[config.mk]
export PLATFORM = sky130hd
export DESIGN_NAME = sps_ctrl
export DESIGN_NICKNAME = d
export VERILOG_FILES = /design/src/rtl/sps_pkg.sv /design/src/rtl/sps_ctrl.sv
export SDC_FILE = /design/constraint.sdc
export NUM_CORES = 1
export LEC_CHECK = 0
export ABC_CLOCK_PERIOD_IN_PS = 1250
export BUFFER_PORTS_ARGS = -buffer_cell sky130_fd_sc_hd__clkbuf_2
export CAP_MARGIN = 20
export CORE_AREA = 2 2 39 41
export DETAILED_ROUTE_END_ITERATION = 10
export DIE_AREA = 0 0 41 43
export HOLD_SLACK_MARGIN = 0.08
export PLACE_DENSITY = 0.6
export SLEW_MARGIN = 0
export SYNTH_ARGS = -nofsm -noshare
export SYNTH_HDL_FRONTEND = slang
export SYNTH_SLANG_ARGS = --single-unit
[constraint.sdc]
create_clock -name clk -period 1.25 [get_ports clk]
set_clock_uncertainty 0.1 [all_clocks]
set_input_delay 0 -clock clk [delete_from_list [all_inputs] [get_ports clk]]
set_output_delay 0 -clock clk [all_outputs]
set_load 0.02 [all_outputs]
[src/rtl/sps_pkg.sv]
// ----------------------------------------------------------------------------
// sps_pkg
// Shared types and constants of the sampled predecessor search block.
// ----------------------------------------------------------------------------
package sps_pkg;

	// Default sizes of the key table
	localparam int MAX_ENTRIES_DEF   = 1024;
	localparam int SAMPLE_STRIDE_DEF = 32;
	localparam int KEY_WIDTH_DEF     = 40;

	// Fixed field widths of the ports
	localparam int INDEX_W = 10;
	localparam int KEY_W   = 40;
	localparam int COUNT_W = 11;
	localparam int APB_AW  = 3;
	localparam int APB_DW  = 32;

	// Window span (r - l) at or below which the search turns to a linear scan
	localparam int SCAN_SPAN = 7;

	// Item kinds
	localparam logic ACTION_LOAD  = 1'b0;
	localparam logic ACTION_QUERY = 1'b1;

	// Register index (word address bit)
	localparam logic REG_ENTRY_COUNT = 1'b0;

	typedef struct packed {
		logic               action;
		logic [INDEX_W-1:0] entry_index;
		logic [KEY_W-1:0]   entry_key;
		logic [KEY_W-1:0]   query_position;
	} in_item_t;

	typedef struct packed {
		logic [INDEX_W-1:0] pred_index;
		logic               found;
	} out_item_t;

	// Commands from the controller to the datapath
	typedef struct packed {
		logic load_capture;
		logic load_write;
		logic query_start;
		logic samp_step;
		logic samp_done;
		logic bin_issue;
		logic bin_update;
		logic scan_start;
		logic scan_step;
		logic emit_hit;
		logic emit_empty;
	} cmd_t;

	// Status from the datapath to the controller
	typedef struct packed {
		logic count_zero;
		logic samp_more;
		logic bin_wide;
		logic bin_move;
		logic scan_move;
	} stat_t;

endpackage

[src/rtl/sps_ctrl.sv]
// ----------------------------------------------------------------------------
// sps_ctrl
// Sequencer of the search: load, sample scan, halving, linear scan, result.
// ----------------------------------------------------------------------------
module sps_ctrl (
	input  logic           clk,
	input  logic           arst_n,
	input  logic           start,
	input  logic           action,
	input  sps_pkg::stat_t stat,
	output sps_pkg::cmd_t  cmd,
	output logic           busy
);
	import sps_pkg::*;

	localparam logic [2:0] S_IDLE       = 3'd0;
	localparam logic [2:0] S_LOAD       = 3'd1;
	localparam logic [2:0] S_EMPTY      = 3'd2;
	localparam logic [2:0] S_SAMP       = 3'd3;
	localparam logic [2:0] S_BIN_ISSUE  = 3'd4;
	localparam logic [2:0] S_BIN_CMP    = 3'd5;
	localparam logic [2:0] S_SCAN_ISSUE = 3'd6;
	localparam logic [2:0] S_SCAN       = 3'd7;

	logic [2:0] state_q;
	logic [2:0] state_d;

	assign busy = (state_q != S_IDLE);

	// Next state and commands
	always_comb begin
		state_d = state_q;
		cmd     = '0;
		case (state_q)
			S_IDLE: begin
				if (start) begin
					if (action == ACTION_LOAD) begin
						cmd.load_capture = 1'b1;
						state_d          = S_LOAD;
					end else begin
						cmd.query_start = 1'b1;
						state_d         = stat.count_zero ? S_EMPTY : S_SAMP;
					end
				end
			end
			S_LOAD: begin
				cmd.load_write = 1'b1;
				state_d        = S_IDLE;
			end
			S_EMPTY: begin
				cmd.emit_empty = 1'b1;
				state_d        = S_IDLE;
			end
			S_SAMP: begin
				if (stat.samp_more) begin
					cmd.samp_step = 1'b1;
				end else begin
					cmd.samp_done = 1'b1;
					state_d       = S_BIN_ISSUE;
				end
			end
			S_BIN_ISSUE: begin
				if (stat.bin_wide) begin
					cmd.bin_issue = 1'b1;
					state_d       = S_BIN_CMP;
				end else begin
					cmd.scan_start = 1'b1;
					state_d        = S_SCAN;
				end
			end
			S_BIN_CMP: begin
				if (stat.bin_move) begin
					cmd.bin_update = 1'b1;
					state_d        = S_BIN_ISSUE;
				end else begin
					state_d = S_SCAN_ISSUE;
				end
			end
			S_SCAN_ISSUE: begin
				cmd.scan_start = 1'b1;
				state_d        = S_SCAN;
			end
			S_SCAN: begin
				if (stat.scan_move) begin
					cmd.scan_step = 1'b1;
				end else begin
					cmd.emit_hit = 1'b1;
					state_d      = S_IDLE;
				end
			end
			default: begin
				state_d = S_IDLE;
			end
		endcase
	end

	// Hold the state
	always_ff @(posedge clk or negedge arst_n) begin
		if (!arst_n) begin
			state_q <= S_IDLE;
		end else begin
			state_q <= state_d;
		end
	end

endmodule

# --- Yosys cells after proc, flatten, opt, wreduce, memory -nomap -nowiden ---
# Index checks and enable logic that the tools add are counted.
# Widths: inputs -> output; s select.
totals:
  regBits: 3
  latchBits: 0
  mem_bits_rw: 0
  rom_bits: 0
  output_inout_bits: 12
  elab_cells: 43
  mem_count: 0
classes:
  n_addsub: 0
  n_mul: 0
  n_div: 0
  n_lt_le_gt_ge: 0
  eq_ne: 10
  shift: 0
  mux: 28
  bitwise_logic: 0
  n_reduce_logical: 4
ops:
  columns: ["operator", "count"]
  rows:
  - ["$pmux 3 s7", 1]
  - ["$mux 1", 18]
  - ["$eq 3x3->1 const B", 4]
  - ["$mux 2", 5]
  - ["$mux 3", 3]
  - ["$eq 3x2->1 const B", 2]
  - ["$ne 2x2->1 const B", 3]
  - ["$eq 3x1->1 const B", 1]
  - ["$logic_not 3->1", 1]
  - ["$reduce_and 3->1", 1]
  - ["$reduce_bool 3->1", 1]
  - ["$pmux 1 s2", 1]
  - ["$reduce_or 2->1", 1]

# --- Depth between registers and ports, before layout ---
# Gate-level depths: netlist of the first run.
logic_depth:
  depth_word: 4
  mapped_depth: 5
  mapped_depth_nobuf: 4

# --- Worst setup path after synthesis of the first run ---
# No wires, ideal clock.
synth_timing:
  kind: "register to output"
  from: "reg state_q[0]"
  to: "out cmd[10] (netlist name)"
  arrival_ps: 1364
  required_ps: 1150
  setup_slack_ps: -214
  stages_incl_launch_ff: 5
  n_path_buf: 1
  path_cell_list: "dfrtp_1 -> buf_4 -> nor3_2 -> inv_1 -> nor3_1"
synth_rtl:
  columns: ["element", "line_no", "text"]
  rows:
  - ["start, declared", "sps_ctrl.sv:25", "logic [2:0] state_q;"]
  - ["start signal, assigned", "sps_ctrl.sv:102", "state_q <= state_d;"]
  - ["end, declared", "sps_ctrl.sv:11", "output sps_pkg::cmd_t cmd,"]

==> impl.org, run 1 <==
** GRT
- Entering global routing, the biggest net connects 9 pins.
- The number of antenna violations at the first check in global routing was 0.
- The total overflow left after global routing is 0.
- The first global-routing pass estimated around 1800 µm of wire.
- Via count of the first global-routing pass :: 448
- Global routing used around 15% of the available tracks.

** Timing
- The worst pin sits at a relative slew slack of between 80% and 90%.
- Fin Setup TNS :: -0.819 ns
- After layout, the minimum clock period comes to between 1 and 1.5 ns.
- Pin slew with the least headroom to its limit :: between 0.2 and 0.3 ns
- Slew Viols, Final :: 0
- Number of endpoints failing setup at the final stage :: 11
- Highest achievable clock rate :: roughly 730 MHz
- The final count of hold timing violations was 0.
- RSZ-0062 raised after global routing :: true
- Final worst-path cycle share :: 109%
- On the final layout, the worst hold slack is 0.133 ns.
- Minimum setup slack in the final design :: -0.116 ns

** Layout
- Ratio of cells with drive above 1 in the final layout :: 62.8%
- state_q holds more flip-flops than any other register.
- Registers with the most flip-flops :: state_q: 3 flops
- After the flow finishes, the layout carries non-filler instances totaling between 90 and 100.
- Registers take between 70 and 80 µm².
- Layout-stage area growth over the synthesis result :: 123%
- Final core utilization :: between 40% and 50%
- Number of nets in the layout :: 88
- Count of inserted antenna diode cells :: 0
- Fill count :: roughly 140
- Once layout is done, the placed cells without fillers occupy between 600 and 700 µm².
- The register with the most flip-flops in the layout has 3 of them.
- Area used by multi-input combinational logic :: approximately 240 µm²

** Worst setup path
- Combined buffer and inverter count along the critical path :: 1
- Kind of cell adding the most delay to the critical path :: simple AND/OR/NAND/NOR gates
- The worst setup path is captured at an output pin.
- At the worst endpoint, the required time is 1.15 ns.
- Crit path kind :: flop to output pin
- On the worst path, the slowest cell contributes a delay of around 0.47 ns.
- Cell with the largest stage delay on the worst path :: dfrtp_2
- The worst setup path is launched from a flop.
- Counting buffers and inverters, the worst setup path is 3 cells deep.
- Largest fanout of any net on the critical path :: 8
- Traced cell by cell, the critical path runs through and2b_1 -> and3_4 -> buf_8.
- Counting cells, the worst reg-to-reg path comes to 5.
- Signal arrival time at the worst endpoint :: 1.27 ns

** Die
- The floorplan step defined a core boundary enclosing ~0.0014 mm².
- Number of cell rows :: 14
- Die height :: ~43 µm
- The floorplan step defined a die boundary enclosing roughly 0.0018 mm².
- For this design the top-level I/O count stands at 21.
- From left edge to right edge, the die measures 41 µm.
- The initial utilization of the core area, before any placement, comes to 21.2%.

** Route
- Post-DR wirelength/cell :: 12.1 µm
- The detail route stage leaves a number of antenna-violating nets equal to 0.
- Via density per instance :: 4.73
- Total number of vias :: 445
- After detailed routing, the number of remaining DRC violations is 0.
- Before antenna repair, the detailed router went through 4 iterations.
- Total routed wirelength :: ~1100 µm
- Violation count after the first detailed-routing iteration :: 16

** Place
- The HPWL after detailed placement is between 600 and 700 µm.
- After detailed placement, the design holds a cell count of 79.
- I/O Buffers :: 20
- Placement Cell Area :: ~440 µm²
- Final GP Congestion :: around 0.75

** Power
- IR analysis of the VDD net gives a maximum drop of 0.949 mV.
- In this run the power density over the cells is between 2000 and 2500 mW/mm².
- The analysis attributes to cell leakage a power of around 0.32 nW.

** Clock tree
- In this run the number of H-tree levels came out at 1.
- Clock network latency to the later pin of the worst-skew pair :: roughly 0.23 ns
- The cell sitting at the root of the clock tree is a clkbuf_4.
- TritonCTS clock tree :: built
- Counting the buffers created by CTS gives 3.
- For this design, the sink count on the clock tree is 3.
- Counting along the longest clock path gives a buffer depth of 2.
- Clock transition at the registers of the reported paths :: around 0.04 ns

** Synthesis
- The mapped netlist covers 294 µm².
- Synthesis warning total :: 0
- The synthesized design contains 3 register bits.
- The number of nets handed over by synthesis was 50.
- The number of different library cells used by synthesis comes to 21.
- The cell count after synthesis came out at 41.
- Sequential area share after synthesis :: roughly a quarter
- Avg Synthesized Cell Area :: 7.17 µm²

** Status
- The checks that failed: setup timing.
- Result of the run :: finished, violations left

** Run
- Max-cap viol count :: 0

** Worst hold path
- The tightest min-delay check is of the input pin to flop type.
- Hold path depth :: 4
## worst register-to-register path: stages, from the launching register on
cell      delay (ns)
dfrtp_1         0.37
buf_4           0.15
nand2b_4        0.12
nand2_1         0.06
a222oi_1        0.33
nor2_1          0.08
## cells in the final DEF (no fill, tap or decap), drive strengths merged
| master | instances |
|---|---|
| clkbuf | 15 |
| nand3b | 1 |
| o22ai | 1 |
| a222oi | 1 |
| a21oi | 2 |
| nor3 | 5 |
| nor3b | 1 |
| and3 | 2 |
| o21ai | 2 |
| dlygate4sd3 | 6 |
| nor2b | 1 |
| a2111oi | 1 |
| a211oi | 1 |
| buf | 19 |
| nand2 | 5 |
| dfrtp | 3 |
| nand2b | 3 |
| inv | 3 |
| nor2 | 5 |
| and2b | 1 |
## cells by family (layout without fill, tap and decap cells)
family | Yosys count | count (layout) | synth area share [%]
AOI/OAI and AO/OA | 8 | 8 | 18.3
buffers and inverters | 6 | 43 | 11.9
DFF | 3 | 3 | 25.5
and+or+nand+nor | 24 | 24 | 44.3
## where the power goes
| part | internal (mW) | switching (mW) | leakage, nW |
|---|---|---|---|
| Sequential | 0.151 | 0.0850 | 0.0345 |
| Combinational | 0.519 | 0.511 | 0.269 |
| Clock | 0.119 | 0.0478 | 0.0150 |
| Total | 0.790 | 0.644 | 0.318 |
## timing repair
item,4_1_cts,5_1_grt
hold buffers,6,0
resized for setup,21,15
hold endpoints to repair,6,0
pin swaps,5,3
buffers inserted,5,0
setup endpoints to repair,14,14
## final cells by class
| type | count | share of cell area (%) |
|---|---|---|
| tap | 16 | 3.05 |
| inverter | 3 | 1.72 |
| timing repair buffer | 36 | 42.7 |
| sequential | 3 | 11.8 |
| clock buffer | 4 | 4.01 |
| multi-input combinational | 32 | 36.6 |
## per-layer routing
layer	wire length, µm	vias to the layer above	global-route usage (%)
met3	46	2	1.57
met4	25	0	8.00
li1	-	219	-
met1	397	209	16.3
met2	664	15	25.6
met5	0	-	0
## stage by stage
step                worst slack (ns)  total power, mW
CTS                          -0.0958             1.35
finish                        -0.116             1.43
global placement             0.00510            0.927
detailed placement           -0.0523            0.939
global route                  -0.169             1.55
floorplan                    -0.0418            0.711
## path summary, 6_finish.rpt
| path | from | slack, ns | end |
|---|---|---|---|
| max | state_q[1] | -0.12 | cmd[4] |
| min | stat[4] | 0.13 | state_q[0] |
| max reg2reg | state_q[2] | -0.08 | state_q[1] |
| min reg2reg | state_q[1] | 0.63 | state_q[1] |
| max in group asynchronous | arst_n | 0.34 | state_q[1] |
| min in group asynchronous | arst_n | 0.55 | state_q[0] |
## synthesized netlist by cell type, drive strengths merged
cell type,count,area (µm²)
nand2,5,18.8
a222oi,1,10.0
a21oi,2,10.0
a211oi,1,7.51
inv,3,11.3
and2b,1,7.51
nor3b,1,7.51
buf,3,23.8
nand3b,1,7.51
nand2b,3,18.8
a2111oi,1,10.0
o21ai,2,10.0
nor2,5,18.8
and3,2,12.5
nor2b,1,8.76
o22ai,1,6.26
dfrtp,3,75.1
nor3,5,30.0
(Power assumes the default switching activity.)
==> inputs of run 2 (changes only) <==
Settings changed: ABC_CLOCK_PERIOD_IN_PS 1250 to 1400, PLACE_DENSITY 0.6 to 0.59.
Clock period 1.25 ns to 1.4 ns, I/O delays scaled along.
==> impl.org, run 2 (synthesis gave the netlist of run 1 again) <==
** Die
- The area of the die was 0.00176 mm² (unchanged).
- The initial cell density of the core came to 21.2% (unchanged).
- Die height :: 43 µm (unchanged)
- Floorplan core area :: 0.00138 mm² (unchanged)
- Number of cell rows :: 14 (unchanged)
- The I/O pin total came to 21 (unchanged).
- The die extent in x is 41 µm (unchanged).

** Timing
- RSZ-0062 raised after global routing :: true
- The count of endpoints failing setup in the final report came to 0 (-11).
- Shortest period the worst path allows :: 1.35 ns
- The final sum of negative setup slack was 0 ns (+0.819 ns).
- Pin slew with the least headroom to its limit :: 0.303 ns (+0.0105 ns)
- Slew Viols, Final :: 0 (unchanged)
- The worst hold slack came to 0.104 ns (-0.0288 ns).
- The final count of hold timing violations came to 0 (unchanged).
- The worst slew slack as a fraction of its limit came to 79.8% (-0.66 points).
- Dividing the final minimum period by the clock period gives a little over nine tenths.
- Highest achievable clock rate :: between 700 and 800 MHz

** Power
- The power density normalized to cell area was 1950 mW/mm² (-11%).
- Clock group share of total power :: 13.7% (+2.0 points)
- The relative contribution of combinational cells to total power was 67.1% (-4.7 points).
- Internal power :: 574 µW (-27%)
- The final total power came to 1.11 mW (-23%).
- Fraction of power spent switching nets :: 48.1% (+3.2 points)
- Net switching power figure :: 532 µW (-17%)
- The reported leakage power came to 0.284 nW (-11%).
- The sequential share of power is 19.2% (+2.7 points).
- Peak supply drop :: 0.668 mV (-30%)

** GRT
- The total track usage was 12.3% (-2.5 points).
- The largest net degree at the start of global routing was 9 (unchanged).
- The via count of the first global-routing pass is 394 (-12%).
- Initial antenna violation count :: 0 (unchanged)
- The wire length of the first global-routing pass is 1480 µm (-19%).
- Aggregate global routing overflow :: 0 (unchanged)

** Clock tree
- TritonCTS clock tree :: built
- Longest Clk Path Bufs :: 2 (unchanged)
- The number of clock sinks seen by CTS was 3 (unchanged).
- The number of buffers added by the clock tree synthesis step came to 3 (unchanged).
- Clock root buffer master :: clkbuf_4
- The clock transition at the registers of the reported paths is 0.04 ns (about the same).
- The H-tree depth came to 1 (unchanged).
- The clock latency at the later pin of the worst-skew pair was 0.23 ns (about the same).

** Worst hold path
- Type of the worst min-delay path :: input pin to flop

** Layout
- Number of nets in the layout :: 83 (-5.7%)
- The antenna cell count was 0 (unchanged).
- The number of flip-flops under the largest register name was 3 (unchanged).
- The area of the multi-input gates came to 225 µm² (-6.2%).
- From synthesis to final layout, the design area changed by 92.8%.
- Registers with the most flip-flops :: state_q: 3 flops
- The area taken by flip-flops and latches is 77.6 µm² (unchanged).
- The library cell used most frequently in the layout, excluding fill and tap cells, is clkbuf_2.
- Fill count :: 141 (+3.7%)
- Largest register by flop count :: state_q
- The library cells used most frequently in the layout, excluding fill and tap cells, are clkbuf_2, dlygate4sd3_1, buf_4.
- Ratio of cells with drive above 1 in the final layout :: 50.7% (-12 points)

** Route
- The overall routed net length is 990 µm (-13%).
- Violation count after the first detailed-routing iteration :: 10 (-6)
- The number of detailed-routing iterations run before antenna repair was 5 (+1).
- Remaining antenna violation count after routing :: 0 (unchanged)
- The number of vias per cell was 4.74 (+0.16%).
- The detailed-route via count was 422 (-5.2%).
- The detailed-route wire length per cell came to 11.1 µm (-7.7%).
- The number of DRC violations after detailed routing is 0 (unchanged).

** Place
- Final GP Congestion :: 0.736 (-2.4%)
- The detailed placer's ending HPWL is 648 µm (-4.2%).
- The number of buffers added on ports is 20 (unchanged).

** Worst setup path
- Delay of the slowest cell on the worst path :: 0.45 ns (-0.02 ns)
- Largest fanout of any net on the critical path :: 7 (-1)
- STA classifies the critical path startpoint as a flop.
- The worst setup path is captured at an output pin.
- Cells along the critical path :: buf_4 -> nor3b_1 -> buf_2
- Signal arrival time at the worst endpoint :: 1.25 ns (-0.02 ns)
- On the critical path, the stage with the largest delay is an instance of dfrtp_2.
- Crit path kind :: flop to output pin
- The data required time at the worst endpoint is 1.30 ns (+0.15 ns).

** Run
- Max-cap viol count :: 0 (unchanged)

** Status
- Result of the run :: finished clean
==> run 2: cell types whose count changed in the layout (fill, tap and decap cells not counted), moves of 2 or more <==
cell,before,now
nor3_1,0,2
nand2_2,3,0
clkbuf_4,5,3
nor3_2,4,2
buf_4,16,6
clkbuf_2,8,16
nand2_1,2,5
==> run 2: per-stage QoR <==
stage,util (%),std cells,area [µm²],worst slack [ns]
2_1_floorplan,-,41,299,0.00499
3_3_place_gp,29.7,76,410,0.112
3_5_place_dp,29.7,76,410,0.0635
4_1_cts,37.8,88,523,0.00269
5_1_grt,41.0,89,567,-0.0929
6_report,41.0,89,567,0.0507
==> run 2: what timing repair did <==
item                       in CTS  in global routing
gates resized for setup         5                 10
hold buffers                    6                  0
buffers inserted                2                  1
setup endpoints to repair       4                  8
pin swaps                       0                  1
hold endpoints to repair        6                  0
==> run 2: area by class of cell <==
class | instances | area share, %
inverter | 3 | 1.99
sequential | 3 | 13.7
tap | 16 | 3.53
clock buffer | 4 | 4.64
multi-input combinational | 32 | 39.7
timing repair buffer | 31 | 36.4
==> run 2: power by group through the flow <==
stage                     Clock (mW)  Combinational, mW  Sequential [mW]
after floorplan                    0              0.484            0.147
after global placement             0              0.559            0.206
after detailed placement           0              0.566            0.209
after CTS                      0.157              0.657            0.212
after global routing           0.174              0.817            0.220
final                          0.152              0.742            0.212
==> run 2: worst paths after layout <==
kind	start	end	slack, ns	cells after the start
max	state_q[0]	cmd[0]	0.05	3
min	start	state_q[1]	0.10	5
max reg2reg	state_q[2]	state_q[1]	0.07	5
min reg2reg	state_q[0]	state_q[0]	0.47	1
max in group asynchronous	arst_n	state_q[0]	0.48	3
min in group asynchronous	arst_n	state_q[1]	0.55	3
==> run 2: routing by layer <==
metal,vias up,share of wire [%],global-route usage (%)
met5,-,0,0
met4,0,0.61,8.00
met3,2,3.7,1.57
met2,12,56,18.1
met1,199,40,15.9
li1,209,-,-
==> run 2: worst max-delay path, delay by kind of cell (launching register included) <==
kind	cells	cell delay, ns
DFF	1	0.45
and+or+nand+nor	1	0.19
buffers and inverters	2	0.37
